## src/rtl/ostt_pkg.sv

```systemverilog
// Shared types and constants for the one-shot timer table.
// Used by ostt_dec_unit, ostt_slot_mem and one_shot_timer_table.
package ostt_pkg;

  localparam int DelayW      = 32;
  localparam int TagW        = 8;
  localparam int SlotW       = 3;
  localparam int MaxResults  = 8;
  localparam int ResCntW     = 4;
  localparam int SlotsDefault = 8;

  // input selector (in_tuser)
  localparam logic CmdStart = 1'b0;
  localparam logic CmdTick  = 1'b1;

  typedef enum logic [1:0] {
    KindStarted = 2'd0,
    KindFull    = 2'd1,
    KindExpired = 2'd2,
    KindIdle    = 2'd3
  } kind_t;

  // result of the shared decrement unit
  typedef struct packed {
    logic [DelayW-1:0] cnt_nxt;
    logic              zero;
  } dec_res_t;

  // write request into the slot store
  typedef struct packed {
    logic              cnt_we;
    logic              tag_we;
    logic [DelayW-1:0] cnt;
    logic [TagW-1:0]   tag;
  } mem_wr_t;

endpackage

```

## src/rtl/ostt_dec_unit.sv

```systemverilog
// Shared saturating decrement with zero detect, used once per active slot visited on a tick.
// Depends on ostt_pkg.
module ostt_dec_unit (
  input  logic [ostt_pkg::DelayW-1:0] cnt,
  output ostt_pkg::dec_res_t          res
);

  logic cnt_is_zero;

  assign cnt_is_zero = (cnt == '0);
  assign res.cnt_nxt = cnt_is_zero ? cnt : (cnt - 1'b1);
  // count is zero after this tick
  assign res.zero    = (res.cnt_nxt == '0);

endmodule

```

## src/rtl/ostt_slot_mem.sv

```systemverilog
// Per-slot count and tag store: one write port, one registered read port.
// Depends on ostt_pkg.
module ostt_slot_mem #(
  parameter int SLOTS = ostt_pkg::SlotsDefault,
  parameter int IdxW  = 3
) (
  input  logic                        clk,
  input  logic [IdxW-1:0]             wr_addr,
  input  ostt_pkg::mem_wr_t           wr,
  input  logic [IdxW-1:0]             rd_addr,
  output logic [ostt_pkg::DelayW-1:0] rd_cnt,
  output logic [ostt_pkg::TagW-1:0]   rd_tag
);

  logic [ostt_pkg::DelayW-1:0] cnt_mem [SLOTS];
  logic [ostt_pkg::TagW-1:0]   tag_mem [SLOTS];

  always_ff @(posedge clk) begin
    if (wr.cnt_we) begin
      cnt_mem[wr_addr] <= wr.cnt;
    end
    if (wr.tag_we) begin
      tag_mem[wr_addr] <= wr.tag;
    end
    rd_cnt <= cnt_mem[rd_addr];
    rd_tag <= tag_mem[rd_addr];
  end

endmodule

```

## src/rtl/one_shot_timer_table.sv

```systemverilog
// One-shot timer table: SLOTS countdown timers walked by a slot sequencer.
// Depends on ostt_pkg, ostt_dec_unit and ostt_slot_mem.
//
// Input beat (in_*): in_tuser selects start (0) or tick (1). A start beat
// carries the delay and tag in in_tdata and yields one beat: the claimed
// slot, or "table full". A tick beat yields one beat per expired timer
// (slot and tag, at most eight), or a single "no expiry" beat; out_tlast
// marks the final beat caused by each input beat.
// The sequencer visits one slot per cycle for a start; for a tick it
// visits each slot in S_RD (registered store read) and each active slot
// again in S_EXEC (the shared decrement), where it can hold as below.
// in_tready is high only between items.
// The result register lets the walk run on while a beat waits; when the
// receiver stalls and a further beat must be handed over, the walk holds
// on the current slot until out_tready returns.
// Reset clears the active flags (all timers free) and the channel state;
// no clearing pass is needed.
module one_shot_timer_table #(
  parameter int SLOTS = ostt_pkg::SlotsDefault
) (
  input  logic        clk,
  input  logic        rst_n,
  input  logic        in_tvalid,
  output logic        in_tready,
  input  logic [39:0] in_tdata,  // [31:0] delay_ticks, [39:32] task_tag
  input  logic        in_tuser,  // [0] command
  output logic        out_tvalid,
  input  logic        out_tready,
  output logic [15:0] out_tdata, // [2:0] slot, [10:3] expired_tag, [15:11] zero
  output logic [1:0]  out_tuser, // [1:0] kind
  output logic        out_tlast  // last
);

  localparam int IdxW = (SLOTS > 1) ? $clog2(SLOTS) : 1;
  localparam logic [IdxW-1:0] LastIdx = IdxW'(SLOTS - 1);
  localparam int DW = ostt_pkg::DelayW;
  localparam int TW = ostt_pkg::TagW;
  localparam int SW = ostt_pkg::SlotW;

  typedef enum logic [2:0] {
    S_IDLE,
    S_FIND,
    S_RD,
    S_EXEC,
    S_LAST
  } state_t;

  state_t                        state_r;
  logic [IdxW-1:0]               idx_r;
  logic [SLOTS-1:0]              active_r;
  logic [DW-1:0]                 delay_r;
  logic [TW-1:0]                 tag_r;
  logic [ostt_pkg::ResCntW-1:0]  n_r;

  // held-back result: the final one gets tlast
  logic                          pend_v_r;
  ostt_pkg::kind_t               pend_kind_r;
  logic [SW-1:0]                 pend_slot_r;
  logic [TW-1:0]                 pend_tag_r;

  logic                          out_valid_r;
  ostt_pkg::kind_t               out_kind_r;
  logic [SW-1:0]                 out_slot_r;
  logic [TW-1:0]                 out_tag_r;
  logic                          out_last_r;

  logic [DW-1:0]                 rd_cnt;
  logic [TW-1:0]                 rd_tag;
  ostt_pkg::dec_res_t            dec_res;
  ostt_pkg::mem_wr_t             mem_wr;
  logic [SW-1:0]                 idx_slot;
  logic                          out_free;
  logic                          expire;
  logic                          exec_go;
  logic                          out_load;
  logic                          in_fire;

  generate
    if (IdxW >= SW) begin : g_slot_trunc
      assign idx_slot = idx_r[SW-1:0];
    end else begin : g_slot_ext
      assign idx_slot = {{(SW-IdxW){1'b0}}, idx_r};
    end
  endgenerate

  ostt_slot_mem #(
    .SLOTS (SLOTS),
    .IdxW  (IdxW)
  ) u_mem (
    .clk     (clk),
    .wr_addr (idx_r),
    .wr      (mem_wr),
    .rd_addr (idx_r),
    .rd_cnt  (rd_cnt),
    .rd_tag  (rd_tag)
  );

  ostt_dec_unit u_dec (
    .cnt (rd_cnt),
    .res (dec_res)
  );

  assign in_tready = (state_r == S_IDLE);
  assign in_fire   = in_tvalid && in_tready;
  assign out_free  = !out_valid_r || out_tready;
  assign expire    = dec_res.zero && (n_r < ostt_pkg::ResCntW'(ostt_pkg::MaxResults));
  // an earlier expiry must leave through the result register first
  assign exec_go   = !(expire && pend_v_r) || out_free;
  // a beat enters the result register
  assign out_load  = (state_r == S_EXEC && exec_go && expire && pend_v_r) ||
                     (state_r == S_LAST && out_free);

  always_comb begin
    mem_wr = '0;
    if (state_r == S_FIND && !active_r[idx_r]) begin
      mem_wr.cnt_we = 1'b1;
      mem_wr.tag_we = 1'b1;
      mem_wr.cnt    = delay_r;
      mem_wr.tag    = tag_r;
    end else if (state_r == S_EXEC && exec_go) begin
      mem_wr.cnt_we = 1'b1;
      mem_wr.cnt    = dec_res.cnt_nxt;
    end
  end

  always_ff @(posedge clk) begin
    if (!rst_n) begin
      state_r     <= S_IDLE;
      idx_r       <= '0;
      active_r    <= '0;
      n_r         <= '0;
      pend_v_r    <= 1'b0;
      out_valid_r <= 1'b0;
    end else begin
      if (out_load) begin
        out_valid_r <= 1'b1;
      end else if (out_tready) begin
        out_valid_r <= 1'b0;
      end
      unique case (state_r)
        S_IDLE: begin
          if (in_fire) begin
            delay_r  <= in_tdata[DW-1:0];
            tag_r    <= in_tdata[DW+TW-1:DW];
            idx_r    <= '0;
            n_r      <= '0;
            pend_v_r <= 1'b0;
            state_r  <= (in_tuser == ostt_pkg::CmdStart) ? S_FIND : S_RD;
          end
        end
        S_FIND: begin
          if (!active_r[idx_r]) begin
            active_r[idx_r] <= 1'b1;
            pend_v_r        <= 1'b1;
            pend_kind_r     <= ostt_pkg::KindStarted;
            pend_slot_r     <= idx_slot;
            pend_tag_r      <= '0;
            state_r         <= S_LAST;
          end else if (idx_r == LastIdx) begin
            pend_v_r    <= 1'b1;
            pend_kind_r <= ostt_pkg::KindFull;
            pend_slot_r <= '0;
            pend_tag_r  <= '0;
            state_r     <= S_LAST;
          end else begin
            idx_r <= idx_r + 1'b1;
          end
        end
        S_RD: begin
          // store read of idx_r is under way; data arrives in S_EXEC
          if (active_r[idx_r]) begin
            state_r <= S_EXEC;
          end else if (idx_r == LastIdx) begin
            state_r <= S_LAST;
          end else begin
            idx_r <= idx_r + 1'b1;
          end
        end
        S_EXEC: begin
          if (exec_go) begin
            if (expire) begin
              if (pend_v_r) begin
                out_kind_r  <= pend_kind_r;
                out_slot_r  <= pend_slot_r;
                out_tag_r   <= pend_tag_r;
                out_last_r  <= 1'b0;
              end
              active_r[idx_r] <= 1'b0;
              pend_v_r        <= 1'b1;
              pend_kind_r     <= ostt_pkg::KindExpired;
              pend_slot_r     <= idx_slot;
              pend_tag_r      <= rd_tag;
              n_r             <= n_r + 1'b1;
            end
            if (idx_r == LastIdx) begin
              state_r <= S_LAST;
            end else begin
              idx_r   <= idx_r + 1'b1;
              state_r <= S_RD;
            end
          end
        end
        S_LAST: begin
          if (out_free) begin
            out_last_r  <= 1'b1;
            if (pend_v_r) begin
              out_kind_r <= pend_kind_r;
              out_slot_r <= pend_slot_r;
              out_tag_r  <= pend_tag_r;
            end else begin
              out_kind_r <= ostt_pkg::KindIdle;
              out_slot_r <= '0;
              out_tag_r  <= '0;
            end
            pend_v_r <= 1'b0;
            state_r  <= S_IDLE;
          end
        end
        default: begin
          state_r <= S_IDLE;
        end
      endcase
    end
  end

  assign out_tvalid = out_valid_r;
  assign out_tuser  = out_kind_r;
  assign out_tlast  = out_last_r;
  assign out_tdata  = {5'b0, out_tag_r, out_slot_r};

  // a claimed slot is marked busy on the next cycle
  a_claim_sets_active: assert property (@(posedge clk) disable iff (!rst_n)
    (state_r == S_FIND && !active_r[idx_r]) |=> active_r[$past(idx_r)])
    else $error("claimed slot not marked active");

  // an expiring slot is freed
  a_expire_frees: assert property (@(posedge clk) disable iff (!rst_n)
    (state_r == S_EXEC && exec_go && expire) |=> !active_r[$past(idx_r)])
    else $error("expired slot still active");

  a_expiry_limit: assert property (@(posedge clk) disable iff (!rst_n)
    n_r <= ostt_pkg::ResCntW'(ostt_pkg::MaxResults))
    else $error("too many expiries in one tick");

  // start, full and no-expiry results stand alone
  a_single_beat_last: assert property (@(posedge clk) disable iff (!rst_n)
    (out_valid_r && out_kind_r != ostt_pkg::KindExpired) |-> out_last_r)
    else $error("single-beat result without last");

endmodule

```

## config.mk

```make
export PLATFORM = sky130hd
export DESIGN_NAME = one_shot_timer_table
export DESIGN_NICKNAME = d
export VERILOG_FILES = /design/src/rtl/ostt_pkg.sv /design/src/rtl/ostt_dec_unit.sv /design/src/rtl/ostt_slot_mem.sv /design/src/rtl/one_shot_timer_table.sv
export SDC_FILE = /design/constraint.sdc
export NUM_CORES = 1
export LEC_CHECK = 0
export ABC_AREA = 1
export BUFFER_PORTS_ARGS = -buffer_cell sky130_fd_sc_hd__buf_2
export CORE_MARGIN = 2
export CORE_UTILIZATION = 45
export DETAILED_ROUTE_END_ITERATION = 7
export PLACE_DENSITY = 0.61
export SYNTH_ARGS = -nofsm -noshare
export SYNTH_HDL_FRONTEND = slang
export SYNTH_SLANG_ARGS = --single-unit
```

## constraint.sdc

```tcl
create_clock -name clk -period 12.5 [get_ports clk]
set_input_delay 1.25 -clock clk [delete_from_list [all_inputs] [get_ports clk]]
set_output_delay 1.25 -clock clk [all_outputs]
set_load 0.005 [all_outputs]
```

==> reports/metrics.cfg, run 1 <==
[worst_setup_path]
critical_path_class=flop to flop
worstPathMaxFanout=32
cp-start-kind=flop
end_kind=flop
worstPathRequired_ns=12.71
r2r_start=idx_r[2]
worstPathArrival_ns=4.98
critPathLaunch=idx_r[2]

[die]
die_area_sq_um=40700
core_sq_um=38600
rows=72
die_w_microns=202
die_h_microns=202
start_util_pct=45.5
pin_count=66

[timing]
worst_pin_slew_ns=1.01
max_freq_mhz=210
setup-tns-final_ns=0
fin_hold_ws_ns=0.461
rsz0062_at_grt=no
maxSlewHeadroom_pct=32.6
setup_viol=0
period_needed_ns=4.77
timing.final.crit_share_pct=38.2
hold_viol_final=0
slew_violations=0
skew_ns=0.0172

[global_routing]
grt_pass1_vias=10624
antenna_found_initial=0
grt_pass1_wl_microns=64200
grtUsageTotal_pct=21.1
grt_start_max_net_pins=44
overflow=0

[layout]
final_core_utilization_pct=52.0
synthToLayoutAreaGrowth_pct=14.2
nets=1569
final_cells=2073
drive_above_1_share_pct=11.3
num_antenna_cells=0

[synthesis]
synthDistinctLibCells=39
synthTopCellsByArea=edfxtp_1 (66%), nand2_1 (7.3%), dfxtp_1 (6.8%)
ys_seq_elements=447
yosys.area.top_type=edfxtp_1
yosysSeqAreaShare_pct=72.9
synth_top_area_share_pct=66.1
syn_avg_cell_area_sq_um=12.2
synth_edf_count=387
async_flop_share_pct=0
synthCells=1443
syn_area_sq_um=17600
synthFlopType=edfxtp_1
synth_commonest_cells=edfxtp_1 (387), nand2_1 (341), nor2_1 (150)
synth_most_common_cell=edfxtp_1
yosys_warnings=0

[clock_tree]
cts_tree=built
clk_pin_slew_worst_paths_ns=0.06
root_buffer=clkbuf_16
post-cts-setup-buffers=0
worstSkewPairLatency_ns=0.58
cts_buffer_depth=3
clock_sinks=447
cts_resized=0
hold_buffers=0
numCtsBuffers=46
htreeDepth=2

[placement]
gp_congestion=0.953
place.detailed.hpwl_microns=24600
dp.cells=1989
portBuffers=60

[detailed_routing]
drtIter0Drc=1179
drt-vias-per-instance=5.42
drt-total-wl_microns=42600
vias=11232
ant_nets=0
drc=0
wl_per_cell_microns=20.5
first_pass_iters=5

[hold_path]
hp-start=u_mem.cnt_mem[1][27]
hp-class=flop to flop

[pwr]
power_mw=4.19
irDropWorstVdd_mv=0.112
p_leak_nw=7.30
powerDensity_nw_per_um2=209

[status]
status=complete, no violations

[job]
drv_cap=0

registers in the layout (all words and copies together), names as in the netlist, 3 cells and up, named ones only:
name and cells:
u_mem.cnt_mem 256, u_mem.tag_mem 64, tag_r 8, pend_tag_r 8
pend_slot_r 3, out_tag_r 8, out_slot_r 3, delay_r 32
u_mem.rd_cnt 32, idx_r 3, state_r 3, n_r 4
u_mem.rd_tag 8
metrics by stage:
stage                     instance area (sq um)  setup slack, ns
after global routing                      20100             7.35
after global placement                    18600             7.91
after detailed placement                  18600             7.77
final                                     20100             7.73
after CTS                                 20100             7.72
after floorplan                           17600             7.89
metal layers:
metal	wire, microns	vias up	global-route usage [%]
met5	0	-	0
met4	908	0	6.72
met3	2910	67	3.09
met2	19700	398	33.4
met1	19100	5469	30.2
li1	-	5298	-
kinds of logic (layout without fill, tap and decap cells):
family	count (synthesis)	count (layout)	share of synthesized area, %
flip-flops	447	447	72.9
buffers and inverters	172	280	4.02
AND/OR/NAND/NOR	611	611	14.6
XOR/XNOR	7	7	0.349
AO/OA/AOI/OAI	200	200	7.72
adder cells (fa/ha/maj)	5	5	0.356
other	1	5	0.0213
layout by cell type, fill, tap and decap left out, types with 9 or more instances in the layout:
| cell | n |
|---|---|
| dfxtp_1 | 60 |
| nand3_1 | 33 |
| edfxtp_1 | 387 |
| a22oi_1 | 40 |
| clkbuf_1 | 11 |
| o21ai_0 | 56 |
| clkbuf_8 | 9 |
| inv_1 | 111 |
| a21oi_1 | 15 |
| buf_4 | 20 |
| a221oi_1 | 39 |
| o21ai_1 | 12 |
| a22o_1 | 25 |
| nand2_1 | 341 |
| nor2_1 | 150 |
| clkbuf_16 | 47 |
| nand4_1 | 61 |
| buf_2 | 60 |
worst max-delay path, stage by stage, from the launching register on:
cell and delay (ns):
dfxtp_1 0.55, nand3_1 0.62, inv_1 0.18, buf_4 0.52
a22oi_1 0.17, and3_1 0.18, nand2_1 0.14, inv_1 0.09
nand2_2 0.65, inv_1 0.52, buf_4 0.38, nand2_1 0.10
o21ai_0 0.27
cell type report:
cell class / instances / area [sq um]
Clock buffer: 67 / 1340
Timing Repair Buffer: 80 / 450
Fill cell: 3276 / 18600
Clock inverter: 17 / 188
Multi-Input combinational cell: 828 / 4190
Inverter: 116 / 435
Tap cell: 518 / 648
Sequential cell: 447 / 12800
report_power, final:
part / switching, mW / internal [mW]
registers: 0.106 / 1.82
clock network: 0.548 / 0.825
logic: 0.641 / 0.246
total: 1.30 / 2.89
worst paths after layout:
kind | slack (ns) | endpoint | depth (start not counted)
max reg2reg | 7.73 | u_mem.cnt_mem[3][24] | 12
min | 0.46 | u_mem.rd_cnt[27] | 2
max | 7.73 | u_mem.cnt_mem[3][24] | 12
min reg2reg | 0.46 | u_mem.rd_cnt[27] | 2
Power figures use the tool's default switching activity.
==> run 2: changes to the inputs <==
==> constraint.sdc (replaced) <==
create_clock -name clk -period 4.6 [get_ports clk]
set_input_delay 0.46 -clock clk [delete_from_list [all_inputs] [get_ports clk]]
set_output_delay 0.46 -clock clk [all_outputs]
set_load 0.005 [all_outputs]
==> run 2 against run 1 <==
Final cell count grew 0.43%. Hold slack worse by 0.40 ns. Worst setup slack worse by 7.2 ns. Flip-flop and latch count is the same. First-iteration DRC count is 17% lower. Core utilization is 0.18 points higher. Clock power rose to 2.8 times the previous value. Sequential share of layout area decreased by 0.22 points. Global-route usage up 0.63 points. Via count is 1.5% higher. Critical endpoint is now u_mem.cnt_mem[0][9]. Largest power group unchanged.
==> reports/metrics.cfg, run 2 (same netlist as run 1, synthesis figures left out) <==
[status]
status=complete, no violations  ; unchanged

[clock_tree]
cts_tree=built  ; unchanged
numCtsBuffers=46  ; unchanged
cts_buffer_depth=3  ; unchanged
hold_buffers=0  ; unchanged
clock_sinks=447  ; unchanged
clk_pin_slew_worst_paths_ns=0.06  ; about the same
worstSkewPairLatency_ns=0.58  ; about the same
post-cts-setup-buffers=0  ; unchanged
cts_resized=0  ; unchanged
htreeDepth=2  ; unchanged
root_buffer=clkbuf_16  ; unchanged

[pwr]
pwr-share-comb_pct=21.7  ; was 21.2%
p_switching_mw=3.58  ; was 1.30 mW
p_leak_nw=7.34  ; was 7.30 nW
irDropWorstVdd_mv=0.342  ; was 0.112 mV
power_frac_seq_pct=45.3  ; was 46.0%
powerDensity_nw_per_um2=571  ; was 209 nW/um^2
p_sw_share_pct=31.1  ; was 30.9%
power_mw=11.5  ; was 4.19 mW
internal_power_mw=7.92  ; was 2.89 mW
clock_power_share_pct=33.0  ; was 32.8%

[worst_setup_path]
worstPathArrival_ns=4.17  ; was 4.98 ns
cp-start-kind=flop  ; unchanged
critPathBufInv=2  ; was 5
worstPathRequired_ns=4.72  ; was 12.71 ns
end_kind=flop  ; unchanged
critical_path_class=flop to flop  ; unchanged
cp_top_family=simple AND/OR/NAND/NOR gates  ; unchanged
worst_path_max_delay_cell=o21ai_4  ; was nand2_2
worstPathMaxFanout=37  ; was 32
crit_path_max_incr_delay_ns=0.52  ; was 0.65 ns
crit_chain=nor2_1 -> nand2_1 -> nor2_1 -> nand2_1 -> nor2_2 -> inv_2 -> nand2_1 -> nand2_1 -> nor2_1 -> nand2_1 -> nor2_1 -> nand2_1 -> o21ai_4 -> buf_4 -> o21ai_0  ; was nand3_1 -> inv_1 -> buf_4 -> a22oi_1 -> and3_1 -> nand2_1 -> inv_1 -> nand2_2 -> inv_1 -> buf_4 -> nand2_1 -> o21ai_0
critPathMostFrequentCell=nand2_1  ; was inv_1

[global_routing]
grt_pass1_vias=11077  ; was 10624
grtUsageTotal_pct=21.7  ; was 21.1%
overflow=0  ; unchanged
grt_start_max_net_pins=44  ; unchanged
grt_pass1_wl_microns=66400  ; was 64200 microns
antenna_found_initial=0  ; unchanged

[detailed_routing]
first_pass_iters=6  ; was 5
drt-total-wl_microns=44100  ; was 42600 microns
ant_nets=0  ; unchanged
vias=11406  ; was 11232
drtIter0Drc=978  ; was 1179
drc=0  ; unchanged
wl_per_cell_microns=21.2  ; was 20.5 microns
drt-vias-per-instance=5.48  ; was 5.42

[layout]
top_regs=u_mem.cnt_mem: 256 flops, u_mem.tag_mem: 64 flops  ; unchanged
num_antenna_cells=0  ; unchanged
synthToLayoutAreaGrowth_pct=14.6  ; was 14.2%
nets=1577  ; was 1569
layout_common_cells=edfxtp_1 (387), nand2_1 (341), nor2_1 (150), inv_1 (111), nand4_1 (61)  ; unchanged
final_common_cell=edfxtp_1  ; unchanged
largest_register=u_mem.cnt_mem  ; unchanged
largest_reg_flops=256  ; unchanged
drive_above_1_share_pct=11.6  ; was 11.3%
final_core_utilization_pct=52.1  ; was 52.0%

[timing]
slew_violations=0  ; unchanged
max_freq_mhz=247  ; was 210 MHz
skew_ns=0.0196  ; was 0.0172 ns
timing.final.crit_share_pct=88.1  ; was 38.2%
setup_viol=0  ; unchanged
setup-tns-final_ns=0  ; unchanged
rsz0062_at_grt=no  ; unchanged
worst_pin_slew_ns=1.30  ; was 1.01 ns
period_needed_ns=4.05  ; was 4.77 ns
hold_viol_final=0  ; unchanged
maxSlewHeadroom_pct=12.6  ; was 32.6%

[die]
die_area_sq_um=40700  ; unchanged
start_util_pct=45.5  ; unchanged
rows=72  ; unchanged
die_h_microns=202  ; unchanged
pin_count=66  ; unchanged
core_sq_um=38600  ; unchanged
die_w_microns=202  ; unchanged

[placement]
gp_congestion=0.947  ; was 0.953
place.detailed.hpwl_microns=27000  ; was 24600 microns
portBuffers=60  ; unchanged

[job]
drv_cap=0  ; unchanged

[hold_path]
hp-class=primary input to flop  ; was flop to flop

-- run 2: layer usage --
layer  GRT usage, %  up-vias  wire [microns]
met5              0        -               0
met1           30.2     5597           19700
met3           4.15       76            2980
met2           34.6      416           20300
met4           7.01        0            1130
li1               -     5317               -
-- run 2: power by group through the flow --
stage	sequential, mW	combinational (mW)	clock [mW]
6_report	5.21	2.50	3.79
5_1_grt	5.24	2.76	4.01
4_1_cts	5.20	2.48	3.86
3_5_place_dp	5.28	2.47	0
3_3_place_gp	5.26	2.48	0
2_1_floorplan	5.19	1.59	0
-- run 2: final cells by class --
type	instances	area, sq um
Timing Repair Buffer	88	510
Tap cell	518	648
Multi-Input combinational cell	828	4190
Clock buffer	64	1280
Inverter	116	435
Clock inverter	21	259
Sequential cell	447	12800
Fill cell	3326	18500
-- run 2: worst paths after layout --
| path | slack (ns) | from | end | depth (start not counted) |
|---|---|---|---|---|
| worst max-delay path | 0.55 | u_mem.rd_cnt[17] | u_mem.cnt_mem[0][9] | 15 |
| worst min-delay path | 0.06 | in_tdata[38] | tag_r[6] | 1 |
| worst max register to register | 0.55 | u_mem.rd_cnt[17] | u_mem.cnt_mem[0][9] | 15 |
| worst min register to register | 0.46 | u_mem.tag_mem[6][1] | u_mem.rd_tag[1] | 2 |
-- run 2: worst register-to-register path: cells and delay by family (launching register included) --
family	cells	cell delay [ns]
and+or+nand+nor	11	1.75
AOI/OAI and AO/OA	2	0.96
buffers and inverters	2	0.55
DFF	1	0.34
-- run 2: per-stage QoR --
step	worst slack, ns	cells	hold WS, ns	area, sq um
2_1_floorplan	0.554	1447	0.432	17600
6_report	0.550	2082	0.0584	20100
3_5_place_dp	0.664	1997	0.448	18600
5_1_grt	0.266	2082	0.0330	20100
3_3_place_gp	0.640	1997	0.446	18600
4_1_cts	0.642	2082	0.0201	20100
==> run 3: changes to the inputs <==
--- a/config.mk
+++ b/config.mk
@@ -6,11 +6,11 @@
 export NUM_CORES = 1
 export LEC_CHECK = 0
 export ABC_AREA = 1
-export BUFFER_PORTS_ARGS = -buffer_cell sky130_fd_sc_hd__buf_2
 export CORE_MARGIN = 2
-export CORE_UTILIZATION = 45
+export CORE_UTILIZATION = 57
 export DETAILED_ROUTE_END_ITERATION = 7
-export PLACE_DENSITY = 0.61
+export DONT_BUFFER_PORTS = 1
+export PLACE_DENSITY = 0.75
 export SYNTH_ARGS = -nofsm -noshare
 export SYNTH_HDL_FRONTEND = slang
 export SYNTH_SLANG_ARGS = --single-unit
==> constraint.sdc (replaced) <==
create_clock -name clk -period 3.4 [get_ports clk]
set_input_delay 0.34 -clock clk [delete_from_list [all_inputs] [get_ports clk]]
set_output_delay 0.34 -clock clk [all_outputs]
set_load 0.005 [all_outputs]
==> run 3 against run 2 <==
Via count grew 4.1%. Largest cell class unchanged. Total power grew 39%. Combinational power increased by 50%. Flip-flop and latch count did not move. Sequential power up 36%.
==> reports/metrics.cfg, run 3 (same netlist as run 1, synthesis figures left out) <==
[status]
status=complete, no violations  ; unchanged

[detailed_routing]
ant_nets=0  ; unchanged
wl_per_cell_microns=22.5  ; was 21.2 microns
drtIter0Drc=1206  ; was 978
vias=11879  ; was 11406
drc=0  ; unchanged
drt-vias-per-instance=5.92  ; was 5.48
first_pass_iters=6  ; unchanged
drt-total-wl_microns=45100  ; was 44100 microns

[timing]
slew_violations=0  ; unchanged
maxSlewHeadroom_pct=47.7  ; was 12.6%
timing.final.crit_share_pct=94.8  ; was 88.1%
max_freq_mhz=310  ; was 247 MHz
setup_viol=0  ; unchanged
worst_pin_slew_ns=0.776  ; was 1.30 ns
setup-tns-final_ns=0  ; unchanged
hold_viol_final=0  ; unchanged
skew_ns=0.0120  ; was 0.0196 ns
period_needed_ns=3.22  ; was 4.05 ns
rsz0062_at_grt=no  ; unchanged

[global_routing]
overflow=0  ; unchanged
antenna_found_initial=1  ; was 0
grt_pass1_vias=11477  ; was 11077
grt_pass1_wl_microns=67500  ; was 66400 microns
grtUsageTotal_pct=27.7  ; was 21.7%
grt_start_max_net_pins=44  ; unchanged

[placement]
placed_area_sq_um=18700  ; was 18600 sq um
gp_congestion=0.963  ; was 0.947
place.detailed.hpwl_microns=27800  ; was 27000 microns
portBuffers=0  ; was 60

[worst_setup_path]
critPathLaunch=u_mem.rd_cnt[15]  ; was u_mem.rd_cnt[17]
worstPathRequired_ns=3.70  ; was 4.72 ns
end_kind=flop  ; unchanged
worstPathArrival_ns=3.52  ; was 4.17 ns
worstPathMaxFanout=37  ; unchanged
r2r_start=u_mem.rd_cnt[15]  ; was u_mem.rd_cnt[17]
cp-start-kind=flop  ; unchanged
critical_path_class=flop to flop  ; unchanged

[layout]
largest_register=u_mem.cnt_mem  ; unchanged
drive_above_1_share_pct=12.7  ; was 11.6%
largest_reg_flops=256  ; unchanged
design_area_sq_um=20800  ; was 20100 sq um
final_core_utilization_pct=68.1  ; was 52.1%
num_antenna_cells=0  ; unchanged
top_regs=u_mem.cnt_mem: 256 flops, u_mem.tag_mem: 64 flops  ; unchanged
nets=1624  ; was 1577
layout_common_cells=edfxtp_1 (387), nand2_1 (341), nor2_1 (144), inv_1 (111), buf_4 (87)  ; was edfxtp_1 (387), nand2_1 (341), nor2_1 (150), inv_1 (111), nand4_1 (61)
synthToLayoutAreaGrowth_pct=18.2  ; was 14.6%
final_common_cell=edfxtp_1  ; unchanged

[pwr]
irDropWorstVdd_mv=0.589  ; was 0.342 mV
p_sw_share_pct=31.4  ; was 31.1%
p_leak_nw=7.66  ; was 7.34 nW
p_switching_mw=5.03  ; was 3.58 mW
clock_power_share_pct=32.5  ; was 33.0%
internal_power_mw=11.0  ; was 7.92 mW
power_mw=16.0  ; was 11.5 mW
power_frac_seq_pct=44.1  ; was 45.3%
pwr-share-comb_pct=23.4  ; was 21.7%
powerDensity_nw_per_um2=771  ; was 571 nW/um^2

[clock_tree]
worstSkewPairLatency_ns=0.55  ; was 0.58 ns
numCtsBuffers=44  ; was 46
cts_buffer_depth=3  ; unchanged
root_buffer=clkbuf_16  ; unchanged
cts_tree=built  ; unchanged
htreeDepth=2  ; unchanged
clock_sinks=447  ; unchanged
clk_pin_slew_worst_paths_ns=0.06  ; about the same

[die]
rows=64  ; was 72
die_area_sq_um=32300  ; was 40700 sq um
pin_count=66  ; unchanged
die_w_microns=180  ; was 202 microns
start_util_pct=57.6  ; was 45.5%
core_sq_um=30500  ; was 38600 sq um
die_h_microns=180  ; was 202 microns

[job]
drv_cap=0  ; unchanged

[hold_path]
hp-class=primary input to flop  ; unchanged
hp-start=rst_n  ; was in_tdata[38]

run 3: area by class of cell:
| type | count | area (sq um) |
|---|---|---|
| clock buffers | 58 | 1240 |
| clock inverters | 23 | 324 |
| fillers | 2076 | 9730 |
| inverters | 116 | 438 |
| multi-input cells | 828 | 4210 |
| flip-flops and latches | 447 | 12800 |
| well taps | 396 | 495 |
| repair buffers | 137 | 1240 |
run 3: path summary, 6_finish.rpt:
path / end / cells past startpoint / slack, ns
min reg2reg: u_mem.rd_tag[6] / 2 / 0.47
min: n_r[3] / 2 / 0.02
max: u_mem.cnt_mem[2][17] / 17 / 0.18
max reg2reg: u_mem.cnt_mem[2][17] / 17 / 0.18
run 3: power by group through the flow:
stage | Sequential [mW] | Combinational, mW | Clock [mW]
5_1_grt | 7.10 | 4.09 | 5.45
6_report | 7.07 | 3.75 | 5.20
3_3_place_gp | 7.14 | 3.56 | 0
2_1_floorplan | 7.02 | 2.15 | 0
4_1_cts | 7.05 | 3.68 | 5.22
3_5_place_dp | 7.16 | 3.59 | 0
run 3: routing by layer:
layer | vias to the layer above | global-route usage, % | share of wire, %
met5 | - | 0 | 0.029
met4 | 2 | 10.8 | 3.4
met3 | 103 | 5.57 | 8.9
met2 | 605 | 45.2 | 48
met1 | 5780 | 37.0 | 39
li1 | 5389 | - | -
run 3: through the flow:
step	hold WS (ns)	cells	setup WS (ns)
5_1_grt	0.0684	2005	0.000270
3_5_place_dp	0.439	1874	0.0551
2_1_floorplan	0.432	1447	-0.431
6_report	0.0164	2005	0.178
4_1_cts	0.0144	1996	0.00906
3_3_place_gp	0.439	1874	0.0695
run 3: what timing repair did:
item	CTS	global route
gates resized for setup	0	10
hold endpoints to repair	53	0
endpoints found under the setup margin	0	490
hold buffers	41	0
setup buffers	0	9
run 3: critical path: stages, from the launching register on:
cell and delay (ns):
dfxtp_1 0.37, nor2_1 0.17, nand2_1 0.13, nor2_4 0.19, nand2_1 0.08, nor2_2 0.18, inv_4 0.16, nand2_1 0.17
nand2_1 0.08, nor2_1 0.10, nand2_1 0.08, nor2_2 0.19, nand2_1 0.12, o21ai_4 0.21, buf_4 0.17, buf_4 0.24
o21ai_0 0.13, buf_4 0.18
